### src/hw/rtl/trpd_pkg.sv
// Shared types and constants of the TGA run-length pixel decoder.
// Used by trpd_ctrl, trpd_dpath and the top level; depends on nothing.
package trpd_pkg;

  localparam int unsigned CoordW  = 16;
  localparam int unsigned AreaW   = 32;
  localparam int unsigned ByteW   = 8;
  localparam int unsigned CfgIdxW = 3;

  // configuration register indexes
  localparam logic [CfgIdxW-1:0] RegWidth  = 3'd0;
  localparam logic [CfgIdxW-1:0] RegHeight = 3'd1;
  localparam logic [CfgIdxW-1:0] RegMirX   = 3'd2;
  localparam logic [CfgIdxW-1:0] RegMirY   = 3'd3;
  localparam logic [CfgIdxW-1:0] RegRle    = 3'd4;

  localparam logic [ByteW-1:0] LenMask   = 8'd127;
  localparam int unsigned      RepeatBit = 7;
  localparam logic [1:0]       LastPhase = 2'd3;

  // controller -> datapath
  typedef struct packed {
    logic load;  // restart image: position, pixel count, packet state
    logic take;  // a data byte is accepted this cycle
    logic step;  // advance position by one pixel
  } trpd_cmd_t;

  // datapath -> controller
  typedef struct packed {
    logic cfg_we;     // a known register is written this cycle
    logic emits;      // the next byte completes a pixel
    logic finishes;   // that pixel's run ends the image
    logic multi;      // that run still needs more than one position step
    logic step_last;  // the final pending position step
    logic out_full;   // output register holds a record
  } trpd_stat_t;

endpackage

### src/hw/rtl/trpd_ctrl.sv
// Controller of the TGA run-length pixel decoder: restart, byte accept and
// position stepping sequence. Depends on trpd_pkg.
module trpd_ctrl (
  input  logic                clk_i,
  input  logic                rst_ni,
  input  logic                in_valid_i,
  output logic                in_stall_o,
  input  logic                out_stall_i,
  input  trpd_pkg::trpd_stat_t stat_i,
  output trpd_pkg::trpd_cmd_t  cmd_o
);

  typedef enum logic [1:0] {
    S_ARM,
    S_LOAD,
    S_IDLE,
    S_STEP
  } state_e;

  state_e state_q, state_d;

  // the output register must be free only for a byte that completes a pixel
  assign in_stall_o = !(state_q == S_IDLE &&
                        (!stat_i.emits || !stat_i.out_full || !out_stall_i));

  always_comb begin
    cmd_o.take = in_valid_i && !in_stall_o;
    cmd_o.load = (state_q == S_LOAD) || (cmd_o.take && stat_i.emits && stat_i.finishes);
    cmd_o.step = (state_q == S_STEP);
  end

  always_comb begin
    state_d = state_q;
    unique case (state_q)
      S_ARM:  state_d = S_LOAD;
      S_LOAD: state_d = S_IDLE;
      S_IDLE: begin
        if (cmd_o.take && stat_i.emits && !stat_i.finishes && stat_i.multi) begin
          state_d = S_STEP;
        end
      end
      S_STEP: begin
        if (stat_i.step_last) begin
          state_d = S_IDLE;
        end
      end
      default: state_d = S_ARM;
    endcase
    // the pixel area is registered from the new size, so a write restarts through S_ARM before the load
    if (stat_i.cfg_we) begin
      state_d = S_ARM;
    end
  end

  always_ff @(posedge clk_i or negedge rst_ni) begin
    if (!rst_ni) begin
      state_q <= S_ARM;
    end else begin
      state_q <= state_d;
    end
  end

  a_take_idle: assert property (@(posedge clk_i) disable iff (!rst_ni)
    cmd_o.take |-> state_q == S_IDLE)
    else $error("byte accepted outside idle");

  a_step_hold: assert property (@(posedge clk_i) disable iff (!rst_ni)
    (state_q == S_STEP && !stat_i.step_last && !stat_i.cfg_we) |=> state_q == S_STEP)
    else $error("position stepping cut short");

  a_load_after_arm: assert property (@(posedge clk_i) disable iff (!rst_ni)
    (state_q == S_ARM && !stat_i.cfg_we) |=> state_q == S_LOAD)
    else $error("restart skipped the load");

endmodule

### src/hw/rtl/trpd_dpath.sv
// Datapath of the TGA run-length pixel decoder: registers, pixel area,
// packet parsing, color assembly, position and output record.
// Depends on trpd_pkg.
module trpd_dpath (
  input  logic                                   clk_i,
  input  logic                                   rst_ni,
  input  logic                                   cfg_valid_i,
  input  logic [trpd_pkg::CfgIdxW-1:0]           cfg_index_i,
  input  logic [trpd_pkg::CoordW-1:0]            cfg_data_i,
  input  logic [trpd_pkg::ByteW-1:0]             data_byte_i,
  input  logic                                   out_stall_i,
  input  trpd_pkg::trpd_cmd_t                    cmd_i,
  output trpd_pkg::trpd_stat_t                   stat_o,
  output logic                                   out_valid_o,
  output logic [trpd_pkg::CoordW-1:0]            start_x_o,
  output logic [trpd_pkg::CoordW-1:0]            start_y_o,
  output logic [trpd_pkg::ByteW-1:0]             run_length_o,
  output logic [trpd_pkg::ByteW-1:0]             red_o,
  output logic [trpd_pkg::ByteW-1:0]             green_o,
  output logic [trpd_pkg::ByteW-1:0]             blue_o,
  output logic [trpd_pkg::ByteW-1:0]             alpha_o,
  output logic                                   image_done_o
);

  localparam int unsigned CW = trpd_pkg::CoordW;
  localparam int unsigned BW = trpd_pkg::ByteW;
  localparam int unsigned AW = trpd_pkg::AreaW;

  // configuration
  logic [CW-1:0] width_q, height_q;
  logic          mir_x_q, mir_y_q, rle_q;
  logic [CW-1:0] eff_w, eff_h, w_m1, h_m1;
  logic [AW-1:0] area_q;

  // decode state
  logic [CW-1:0] col_q, col_d, row_q, row_d;
  logic [AW-1:0] left_q, left_d;
  logic          await_q, await_d, rep_q, rep_d;
  logic [BW-1:0] raw_left_q, raw_left_d, rep_len_q, rep_len_d;
  logic [1:0]    phase_q, phase_d;
  logic [3*BW-1:0] color_q, color_d;
  logic [BW-1:0] step_cnt_q, step_cnt_d;

  // combinational helpers
  logic          is_header;
  logic [BW-1:0] run_len, run_len_c, hdr_len;
  logic [CW-1:0] nx_col, nx_row, row_stepped;
  logic [CW:0]   col_inc;
  logic          finishes;

  // output register
  logic          out_valid_q;
  logic [CW-1:0] sx_q, sy_q;
  logic [BW-1:0] len_q, r_q, g_q, b_q, a_q;
  logic          done_q;

  always_comb begin
    eff_w = (width_q == '0) ? CW'(1) : width_q;
    eff_h = (height_q == '0) ? CW'(1) : height_q;
    w_m1  = eff_w - CW'(1);
    h_m1  = eff_h - CW'(1);
  end

  always_ff @(posedge clk_i or negedge rst_ni) begin
    if (!rst_ni) begin
      width_q  <= CW'(1);
      height_q <= CW'(1);
      mir_x_q  <= 1'b0;
      mir_y_q  <= 1'b0;
      rle_q    <= 1'b0;
      area_q   <= AW'(1);
    end else begin
      area_q <= AW'(eff_w) * AW'(eff_h);
      if (cfg_valid_i) begin
        unique case (cfg_index_i)
          trpd_pkg::RegWidth:  width_q  <= cfg_data_i;
          trpd_pkg::RegHeight: height_q <= cfg_data_i;
          trpd_pkg::RegMirX:   mir_x_q  <= cfg_data_i[0];
          trpd_pkg::RegMirY:   mir_y_q  <= cfg_data_i[0];
          trpd_pkg::RegRle:    rle_q    <= cfg_data_i[0];
          default: ;
        endcase
      end
    end
  end

  // one-pixel step of the traversal position
  always_comb begin
    row_stepped = mir_y_q ? row_q - CW'(1) : row_q + CW'(1);
    col_inc     = {1'b0, col_q} + (CW+1)'(1);
    nx_row      = row_q;
    if (mir_x_q) begin
      if (col_q == '0) begin
        nx_col = w_m1;
        nx_row = row_stepped;
      end else begin
        nx_col = col_q - CW'(1);
      end
    end else if (col_inc >= {1'b0, eff_w}) begin
      nx_col = '0;
      nx_row = row_stepped;
    end else begin
      nx_col = col_inc[CW-1:0];
    end
  end

  always_comb begin
    is_header = rle_q && await_q;
    hdr_len   = (data_byte_i & trpd_pkg::LenMask) + BW'(1);
    run_len   = (rle_q && rep_q) ? rep_len_q : BW'(1);
    // a repeat run is clipped to the pixels left
    run_len_c = ({{(AW-BW){1'b0}}, run_len} > left_q) ? left_q[BW-1:0] : run_len;
    finishes  = (left_q == {{(AW-BW){1'b0}}, run_len_c});

    stat_o.cfg_we    = cfg_valid_i && (cfg_index_i == trpd_pkg::RegWidth ||
                       cfg_index_i == trpd_pkg::RegHeight ||
                       cfg_index_i == trpd_pkg::RegMirX ||
                       cfg_index_i == trpd_pkg::RegMirY ||
                       cfg_index_i == trpd_pkg::RegRle);
    stat_o.emits     = !is_header && (phase_q == trpd_pkg::LastPhase);
    stat_o.finishes  = finishes;
    stat_o.multi     = (run_len_c > BW'(1));
    stat_o.step_last = (step_cnt_q == BW'(1));
    stat_o.out_full  = out_valid_q;
  end

  always_comb begin
    col_d      = col_q;
    row_d      = row_q;
    left_d     = left_q;
    await_d    = await_q;
    rep_d      = rep_q;
    raw_left_d = raw_left_q;
    rep_len_d  = rep_len_q;
    phase_d    = phase_q;
    color_d    = color_q;
    step_cnt_d = step_cnt_q;

    if (cmd_i.load) begin
      col_d      = mir_x_q ? w_m1 : '0;
      row_d      = mir_y_q ? h_m1 : '0;
      left_d     = area_q;
      await_d    = 1'b1;
      rep_d      = 1'b0;
      raw_left_d = '0;
      rep_len_d  = '0;
      phase_d    = '0;
      color_d    = '0;
      step_cnt_d = '0;
    end else if (cmd_i.take) begin
      if (is_header) begin
        rep_d      = data_byte_i[trpd_pkg::RepeatBit];
        rep_len_d  = data_byte_i[trpd_pkg::RepeatBit] ? hdr_len : '0;
        raw_left_d = data_byte_i[trpd_pkg::RepeatBit] ? '0 : hdr_len;
        await_d    = 1'b0;
        phase_d    = '0;
      end else if (phase_q != trpd_pkg::LastPhase) begin
        case (phase_q)
          2'd0:    color_d[BW-1:0]      = data_byte_i;
          2'd1:    color_d[2*BW-1:BW]   = data_byte_i;
          default: color_d[3*BW-1:2*BW] = data_byte_i;
        endcase
        phase_d = phase_q + 2'd1;
      end else begin
        phase_d = '0;
        if (rle_q) begin
          if (rep_q) begin
            await_d   = 1'b1;
            rep_len_d = '0;
            rep_d     = 1'b0;
          end else begin
            if (raw_left_q != '0) begin
              raw_left_d = raw_left_q - BW'(1);
            end
            if (raw_left_q <= BW'(1)) begin
              await_d = 1'b1;
            end
          end
        end
        left_d     = left_q - {{(AW-BW){1'b0}}, run_len_c};
        col_d      = nx_col;
        row_d      = nx_row;
        step_cnt_d = run_len_c - BW'(1);
      end
    end else if (cmd_i.step) begin
      col_d      = nx_col;
      row_d      = nx_row;
      step_cnt_d = step_cnt_q - BW'(1);
    end
  end

  always_ff @(posedge clk_i or negedge rst_ni) begin
    if (!rst_ni) begin
      col_q      <= '0;
      row_q      <= '0;
      left_q     <= AW'(1);
      await_q    <= 1'b1;
      rep_q      <= 1'b0;
      raw_left_q <= '0;
      rep_len_q  <= '0;
      phase_q    <= '0;
      color_q    <= '0;
      step_cnt_q <= '0;
    end else begin
      col_q      <= col_d;
      row_q      <= row_d;
      left_q     <= left_d;
      await_q    <= await_d;
      rep_q      <= rep_d;
      raw_left_q <= raw_left_d;
      rep_len_q  <= rep_len_d;
      phase_q    <= phase_d;
      color_q    <= color_d;
      step_cnt_q <= step_cnt_d;
    end
  end

  // output record
  always_ff @(posedge clk_i or negedge rst_ni) begin
    if (!rst_ni) begin
      out_valid_q <= 1'b0;
    end else if (cmd_i.take && stat_o.emits) begin
      out_valid_q <= 1'b1;
    end else if (!out_stall_i) begin
      out_valid_q <= 1'b0;
    end
  end

  always_ff @(posedge clk_i) begin
    if (cmd_i.take && stat_o.emits) begin
      sx_q   <= col_q;
      sy_q   <= row_q;
      len_q  <= run_len_c;
      r_q    <= color_q[3*BW-1:2*BW];
      g_q    <= color_q[2*BW-1:BW];
      b_q    <= color_q[BW-1:0];
      a_q    <= data_byte_i;
      done_q <= finishes;
    end
  end

  assign out_valid_o  = out_valid_q;
  assign start_x_o    = sx_q;
  assign start_y_o    = sy_q;
  assign run_length_o = len_q;
  assign red_o        = r_q;
  assign green_o      = g_q;
  assign blue_o       = b_q;
  assign alpha_o      = a_q;
  assign image_done_o = done_q;

  a_left_nonzero: assert property (@(posedge clk_i) disable iff (!rst_ni)
    left_q != '0)
    else $error("pixel count ran out without restart");

  a_no_overwrite: assert property (@(posedge clk_i) disable iff (!rst_ni)
    (cmd_i.take && stat_o.emits) |-> (!out_valid_q || !out_stall_i))
    else $error("pending record overwritten");

  a_len_range: assert property (@(posedge clk_i) disable iff (!rst_ni)
    (cmd_i.take && stat_o.emits) |=> (len_q != '0 && len_q <= BW'(128)))
    else $error("run length out of range");

endmodule

### src/hw/rtl/tga_rle_pixel_decoder_unit.sv
// Top level of the TGA run-length pixel decoder (32-bit BGRA pixel data).
// Depends on trpd_pkg, trpd_ctrl and trpd_dpath.
//
//   channel | direction | handshake                | payload
//   --------+-----------+--------------------------+-----------------------------
//   in      | in        | in_valid_i / in_stall_o  | data_byte_i
//   out     | out       | out_valid_o / out_stall_i| start_x/y, run_length, RGBA,
//           |           |                          | image_done
//   cfg     | in        | cfg_valid_i / cfg_ready_o| cfg_index_i, cfg_data_i
//
// Each byte is taken while the input is not stalled; a plain or raw-run pixel
// is four bytes. A repeat run of more than one pixel adds one-pixel position
// stepping in S_STEP, with the input stalled, unless it ends the image. A write
// to a known register restarts the image; the input stalls through S_ARM and
// S_LOAD after it (the pixel area passes through a registered multiplier).
// Reset does the same. A byte that completes a pixel waits while the output
// register is stalled; other bytes keep flowing.
module tga_rle_pixel_decoder_unit (
  input  logic                             clk_i,
  input  logic                             rst_ni,
  input  logic                             cfg_valid_i,
  output logic                             cfg_ready_o,
  input  logic [trpd_pkg::CfgIdxW-1:0]     cfg_index_i,
  input  logic [trpd_pkg::CoordW-1:0]      cfg_data_i,
  input  logic                             in_valid_i,
  output logic                             in_stall_o,
  input  logic [trpd_pkg::ByteW-1:0]       data_byte_i,
  output logic                             out_valid_o,
  input  logic                             out_stall_i,
  output logic [trpd_pkg::CoordW-1:0]      start_x_o,
  output logic [trpd_pkg::CoordW-1:0]      start_y_o,
  output logic [trpd_pkg::ByteW-1:0]       run_length_o,
  output logic [trpd_pkg::ByteW-1:0]       red_o,
  output logic [trpd_pkg::ByteW-1:0]       green_o,
  output logic [trpd_pkg::ByteW-1:0]       blue_o,
  output logic [trpd_pkg::ByteW-1:0]       alpha_o,
  output logic                             image_done_o
);

  trpd_pkg::trpd_cmd_t  cmd;
  trpd_pkg::trpd_stat_t stat;

  assign cfg_ready_o = 1'b1;

  trpd_ctrl u_ctrl (
    .clk_i       (clk_i),
    .rst_ni      (rst_ni),
    .in_valid_i  (in_valid_i),
    .in_stall_o  (in_stall_o),
    .out_stall_i (out_stall_i),
    .stat_i      (stat),
    .cmd_o       (cmd)
  );

  trpd_dpath u_dpath (
    .clk_i        (clk_i),
    .rst_ni       (rst_ni),
    .cfg_valid_i  (cfg_valid_i),
    .cfg_index_i  (cfg_index_i),
    .cfg_data_i   (cfg_data_i),
    .data_byte_i  (data_byte_i),
    .out_stall_i  (out_stall_i),
    .cmd_i        (cmd),
    .stat_o       (stat),
    .out_valid_o  (out_valid_o),
    .start_x_o    (start_x_o),
    .start_y_o    (start_y_o),
    .run_length_o (run_length_o),
    .red_o        (red_o),
    .green_o      (green_o),
    .blue_o       (blue_o),
    .alpha_o      (alpha_o),
    .image_done_o (image_done_o)
  );

endmodule

### config.mk
export PLATFORM = sky130hd
export DESIGN_NAME = tga_rle_pixel_decoder_unit
export DESIGN_NICKNAME = d
export VERILOG_FILES = /design/src/hw/rtl/trpd_pkg.sv /design/src/hw/rtl/trpd_ctrl.sv /design/src/hw/rtl/trpd_dpath.sv /design/src/hw/rtl/tga_rle_pixel_decoder_unit.sv
export SDC_FILE = /design/constraint.sdc
export NUM_CORES = 1
export LEC_CHECK = 0
export BUFFER_PORTS_ARGS = -buffer_cell sky130_fd_sc_hd__buf_2
export CAP_MARGIN = 25
export CORE_MARGIN = 2
export CORE_UTILIZATION = 57
export CTS_BUF_LIST = sky130_fd_sc_hd__clkbuf_16
export DETAILED_ROUTE_END_ITERATION = 16
export PLACE_DENSITY = 0.81
export SLEW_MARGIN = 20
export SYNTH_ARGS = -nofsm -noshare
export SYNTH_HDL_FRONTEND = slang
export SYNTH_SLANG_ARGS = --single-unit
### constraint.sdc
create_clock -name clk_i -period 8.02 [get_ports clk_i]
set_clock_uncertainty 0.1 [all_clocks]
set_input_delay 1.604 -clock clk_i [delete_from_list [all_inputs] [get_ports clk_i]]
set_output_delay 1.604 -clock clk_i [all_outputs]
set_load 0.02 [all_outputs]
Yosys cells after proc, flatten, opt, wreduce, memory -nomap -nowiden
Index checks and enable logic that the tools add are counted.
{"block": "classes", "reduce_logical": 55, "magnitude_cmp": 4, "eq_ne": 22, "n_mux": 76, "multipliers": 1, "addsub": 12}
{"cell": "two-way mux 16 bit", "n": 21}
{"cell": "two-way mux 8 bit", "n": 25}
{"cell": "two-way mux 32 bit", "n": 4}
{"cell": "two-way mux 24 bit", "n": 4}
{"cell": "subtractor 16 x 1 -> 16 bit, second input constant", "n": 4}
{"cell": "zero test 16 bit", "n": 3}
{"cell": "== test 32 x 8 -> 1 bit", "n": 1}
{"cell": "> comparator 8 x 32 -> 1 bit", "n": 1}
{"cell": "multiplier 16 x 16 -> 32 bit", "n": 1}
{"cell": "subtractor 32 x 8 -> 32 bit", "n": 1}
{"cell": "subtractor 8 x 1 -> 8 bit, second input constant", "n": 3}
{"cell": "AND reduction 4 bit", "n": 5}
{"cell": "adder 16 x 1 -> 17 bit, second input constant", "n": 1}
{"cell": "greater-or-equal comparator 17 x 16 -> 1 bit", "n": 1}
{"cell": "adder 16 x 1 -> 16 bit, second input constant", "n": 1}
{"cell": "two-way mux 1 bit", "n": 14}
{"cell": "two-way mux 2 bit", "n": 7}
{"cell": "inequality test 3 bit, second input constant", "n": 4}
{"cell": "AND reduction 2 bit", "n": 6}
{"cell": "nonzero test 3 bit", "n": 4}
{"cell": "logical AND 1 bit", "n": 10}
{"cell": "AND reduction 3 bit", "n": 3}
{"cell": "adder 7 x 1 -> 8 bit, second input constant", "n": 1}
{"cell": "== test 8 x 1 -> 1 bit, second input constant", "n": 1}
{"cell": "other kinds (22)", "n": 44}
{"block": "totals", "wordCells": 198, "inputBits": 32, "register_bits": 259}

Logic depth before layout (Yosys ltp)
{"block": "logic_depth", "ltp_word": 14, "ltp_mapped": 30, "mapped_depth_nobuf": 28}

Modules after synthesis
From an unflattened synthesis, not the netlist that was laid out.
{"block": "hier_totals", "hier_cells": 2352, "area_unflattened_um2": 22038.6}
{"module": "trpd_dpath", "area_per_inst_um2": 21872.2, "instances": 1, "cells_each": 2333}
{"module": "trpd_ctrl", "area_per_inst_um2": 155.1, "instances": 1, "cells_each": 17}
{"module": "tga_rle_pixel_decoder_unit", "area_per_inst_um2": 11.3, "instances": 1, "cells_each": 2}

Worst setup path before layout
OpenSTA, ideal clock, no wires.
{"block": "synth_timing", "path_type": "register to register", "start": "register u_dpath.width_q[7]", "end": "register u_dpath.area_q[28]", "required_ps": 7840, "arrival_ps": 7334, "slack_ps": 506, "setup_time_ps": 80, "path_stages_with_launch": 27, "period_less_slack_ps": 7514, "path_buffers": 3, "path_cell_list": "dfrtp_1 -> or4_1 -> nor4_1 -> nand2_1 -> nor4_1 -> or2_2 -> clkbuf_1 -> clkbuf_1 -> nand2_1 -> fa_1 -> fa_1 -> inv_1 -> fa_1 -> fa_1 -> fa_1 -> inv_1 -> fa_1 -> inv_1 -> ha_1 -> clkbuf_1 -> o211ai_1 -> a21oi_1 -> a211oi_1 -> o211ai_1 -> a31oi_1 -> nor2b_1 -> xnor2_1"}
{"block": "synth_between", "elab_chain_cells": 3}
{"item": "start: declaration", "line_no": "trpd_dpath.sv:30", "source": "logic [CW-1:0] width_q, height_q;"}
{"item": "start signal: assignment", "line_no": "trpd_dpath.sv:76", "source": "trpd_pkg::RegWidth: width_q <= cfg_data_i;"}
{"item": "zero test 16 bit", "line_no": "trpd_dpath.sv:58", "source": "eff_w = (width_q == '0) ? CW'(1) : width_q;"}
{"item": "two-way mux 16 bit (*)", "line_no": "trpd_dpath.sv:58"}
{"item": "multiplier 16 x 16 -> 32 bit (*)", "line_no": "trpd_dpath.sv:73", "source": "area_q <= AW'(eff_w) * AW'(eff_h);"}
{"item": "end signal: assignment", "line_no": "trpd_dpath.sv:73"}
{"item": "end: declaration", "line_no": "trpd_dpath.sv:33", "source": "logic [AW-1:0] area_q;"}
Every way passes the cells marked *; elsewhere a longest branch is shown, timed or not.
A chain may end at the register's enable or synchronous reset.

Final worst setup path
{"block": "layout_timing", "start": "register u_dpath.width_q[7]", "end": "register u_dpath.area_q[31]"}
The elaborated chain is that of the path after synthesis.

==> results.json <==
{
  "outcome": "complete, no violations",
  "hold-path-endpoint": "u_dpath.green_o[0]",
  "max_freq_ghz": 0.134,
  "drive_above_1_share_pct": 10.0,
  "overflow": 0,
  "dr.first_iter.drc_count": 1607,
  "setup_tns_ps": 0,
  "crit_required_ps": 8390,
  "die_area_sq_mm": 0.0407,
  "post-route-min-period_ps": 7480,
  "clock-sinks": 259,
  "area_growth_pct": 8.86,
  "yosysWarnings": 0,
  "antenna_cells": 0,
  "async_flop_share_pct": 71.8,
  "seq_area_frac_synth_pct": 30.8,
  "rows": 72,
  "ys_types": 88,
  "synthTopCellsByArea": "dfrtp_1 20%, fa_1 18%, edfxtp_1 9.8%",
  "synthesis.area_sq_mm": 0.0223,
  "grt_max_degree": 112,
  "start_util_pct": 57.6,
  "synth.net_count": 2810,
  "tightest_slew_ps": 997,
  "worstPathArrival_ps": 7850,
  "first_pass_iters": 7,
  "slowest_stage": "or4_1",
  "crit_buf_inv": 3,
  "ys.flop_type": "dfrtp_1",
  "ys_ff_latch": 259,
  "io_buffers": 106,
  "h-tree-depth": 1,
  "fin_nets": 2861,
  "synth_edf_count": 73,
  "gp_congestion": 0.943,
  "core_area_sq_mm": 0.0386,
  "yosysTopAreaCell": "dfrtp_1",
  "cts_tree": "built",
  "synth_top_area_share_pct": 20.3,
  "min_period_over_period_pct": 93.2,
  "ant_nets": 0,
  "critical_path.max_fanout": 14,
  "pin_count": 108,
  "antenna_found_initial": 2,
  "slew_violations": 0,
  "setup_violations": 0,
  "timing.rr.end": "u_dpath.area_q[31]",
  "end_kind": "register",
  "hold_start": "u_dpath.color_q[8]",
  "clk_pin_slew_worst_paths_ps": 60,
  "hold_path_class": "register to register",
  "cap_violations": 0,
  "critPathTopFamily": "adder cells",
  "critPathKind": "register to register",
  "rr_startpoint": "u_dpath.width_q[7]",
  "clock_latency_ps": 590,
  "fill_cells": 3136,
  "critPathLaunchType": "register",
  "cts_buffer_depth": 3,
  "cpMostUsedCell": "fa_1",
  "grt_pass1_vias": 18200,
  "synthCells": 2417,
  "hold_viol": 0,
  "drc": 0,
  "holdPathStages": 0,
  "vias_per_cell": 5.99,
  "vias": 18000,
  "synth_area_per_cell_sq_um": 9.22,
  "relSlewSlack_pct": 33.5,
  "fp.dieW_microns": 202,
  "regToRegSetupSlack_ps": 540,
  "root_buffer": "clkbuf_16",
  "cts_buffers": 28,
  "grt_use_total_pct": 27.9,
  "routedWlPerCell_microns": 18.6,
  "final_core_util_pct": 62.7,
  "ff2ff_path_depth": 25,
  "wirelength_microns": 56100,
  "rsz0062_at_grt": "no",
  "dp_hpwl_microns": 40900,
  "die_h_microns": 202,
  "grt_pass1_wl_microns": 92200,
  "cp_slowest_stage_delay_ps": 610
}
-- worst max-delay path by stage --
stage | from | cells past startpoint | end | slack, ps
floorplan | u_dpath.width_q[7] | 26 | u_dpath.area_q[28] | 510
global placement | u_dpath.width_q[7] | 23 | u_dpath.area_q[28] | 330
detailed placement | u_dpath.width_q[7] | 23 | u_dpath.area_q[28] | 140
CTS | u_dpath.width_q[7] | 23 | u_dpath.area_q[28] | 180
global route | u_dpath.width_q[7] | 25 | u_dpath.area_q[31] | 30
finish | u_dpath.width_q[7] | 25 | u_dpath.area_q[31] | 540
-- per-layer routing --
metal	track usage (%)	routed length (microns)
met3	4.00	4280
met5	0	13
met2	46.5	27200
met1	36.6	22300
met4	12.0	2390
-- Yosys cell counts (all sizes together) (19+ instances only) --
cell type / number
inv: 295
nand2: 291
fa: 196
dfrtp: 181
ha: 165
nor2: 164
o21ai: 130
and2: 117
a21oi: 110
clkbuf: 101
edfxtp: 73
nand3: 66
xnor2: 58
nor3: 52
xor2: 35
buf: 24
a31oi: 23
o21a: 21
mux2: 20
nand4: 20
nor2b: 19
nor4: 19
o211ai: 19
-- area by class of cell --
cell class / instances / area (sq um) / share of cell area [%]
clock buffer: 29 / 726 / 2.99
multi-input combinational: 1736 / 13800 / 57.0
tap: 518 / 648 / 2.67
sequential: 259 / 6850 / 28.3
timing repair buffer: 146 / 852 / 3.51
inverter: 297 / 1120 / 4.60
clock inverter: 23 / 220 / 0.908
-- layout by cell type, fill, tap and decap left out, types with 9 or more instances in the layout --
| cell type | n |
|---|---|
| nand2b_1 | 13 |
| o211ai_1 | 19 |
| a21o_1 | 16 |
| nor2b_1 | 19 |
| o22ai_1 | 10 |
| nand2_1 | 290 |
| xor2_1 | 35 |
| o21a_1 | 21 |
| dfrtp_1 | 181 |
| a211oi_1 | 10 |
| a21oi_1 | 104 |
| nor2_1 | 161 |
| nand4_1 | 20 |
| clkbuf_16 | 29 |
| buf_2 | 105 |
| nor4_1 | 16 |
| and2_1 | 115 |
| a31oi_1 | 22 |
| a22oi_1 | 15 |
| and3_1 | 16 |
| or3_1 | 15 |
| edfxtp_1 | 73 |
| nand3_1 | 66 |
| xnor2_1 | 58 |
| mux2_2 | 20 |
| fa_1 | 196 |
| nor3_1 | 50 |
| o31ai_1 | 9 |
| inv_1 | 299 |
| o21ai_0 | 126 |
| ha_1 | 165 |
| buf_4 | 39 |
-- cell families after synthesis --
group	Yosys count	share of synthesized area, %
XOR/XNOR	93	3.66
AND/OR/NAND/NOR	825	17.8
AO/OA/AOI/OAI	433	12.4
buffers and inverters	422	7.35
flip-flops	259	30.8
adder cells (fa/ha/maj)	361	26.9
multiplexers	23	1.15
other	1	0.0168
-- through the flow --
step           instance area, sq um  hold WS (ps)  setup WS (ps)  cells
6_report                      24200           346            544   3008
5_1_grt                       24200           352           29.3   3008
4_1_cts                       24200           347            177   3003
3_5_place_dp                  23200           331            143   2951
2_1_floorplan                 22300           320            506   2417
3_3_place_gp                  23200           331            327   2951
-- flip-flops by register name (all words and copies together), names as in the netlist, 16 cells and up --
signal	flops
u_dpath.height_q	16
u_dpath.start_y_o	16
u_dpath.start_x_o	16
u_dpath.area_q	32
u_dpath.left_q	32
u_dpath.width_q	16
u_dpath.color_q	24
u_dpath.col_q	16
u_dpath.row_q	16
-- worst register-to-register path, cell delays in order, from the launching register on --
cell and delay [ps]:
dfrtp_1 370, or4_1 610, nor4_2 200, nand2_1 140, nor4_2 300, or2_4 290
nand2_1 120, fa_1 560, fa_1 550, inv_1 60, fa_1 500, fa_1 510
fa_1 540, inv_1 50, fa_1 530, inv_1 40, ha_1 410, nand4_1 220
nor3_2 260, a41oi_2 200, nand4b_1 180, a31oi_1 120, a21oi_1 210, a21o_1 150
a21oi_1 70, xnor2_1 120
-- repair_timing --
item	4_1_cts	5_1_grt
hold buffers	0	0
hold endpoints to repair	0	0
gates resized for setup	0	7
setup buffers	0	4
endpoints found under the setup margin	0	11
Power is not shown: default switching activity piles up to over one toggle a cycle in this logic, so the estimate is an artifact.
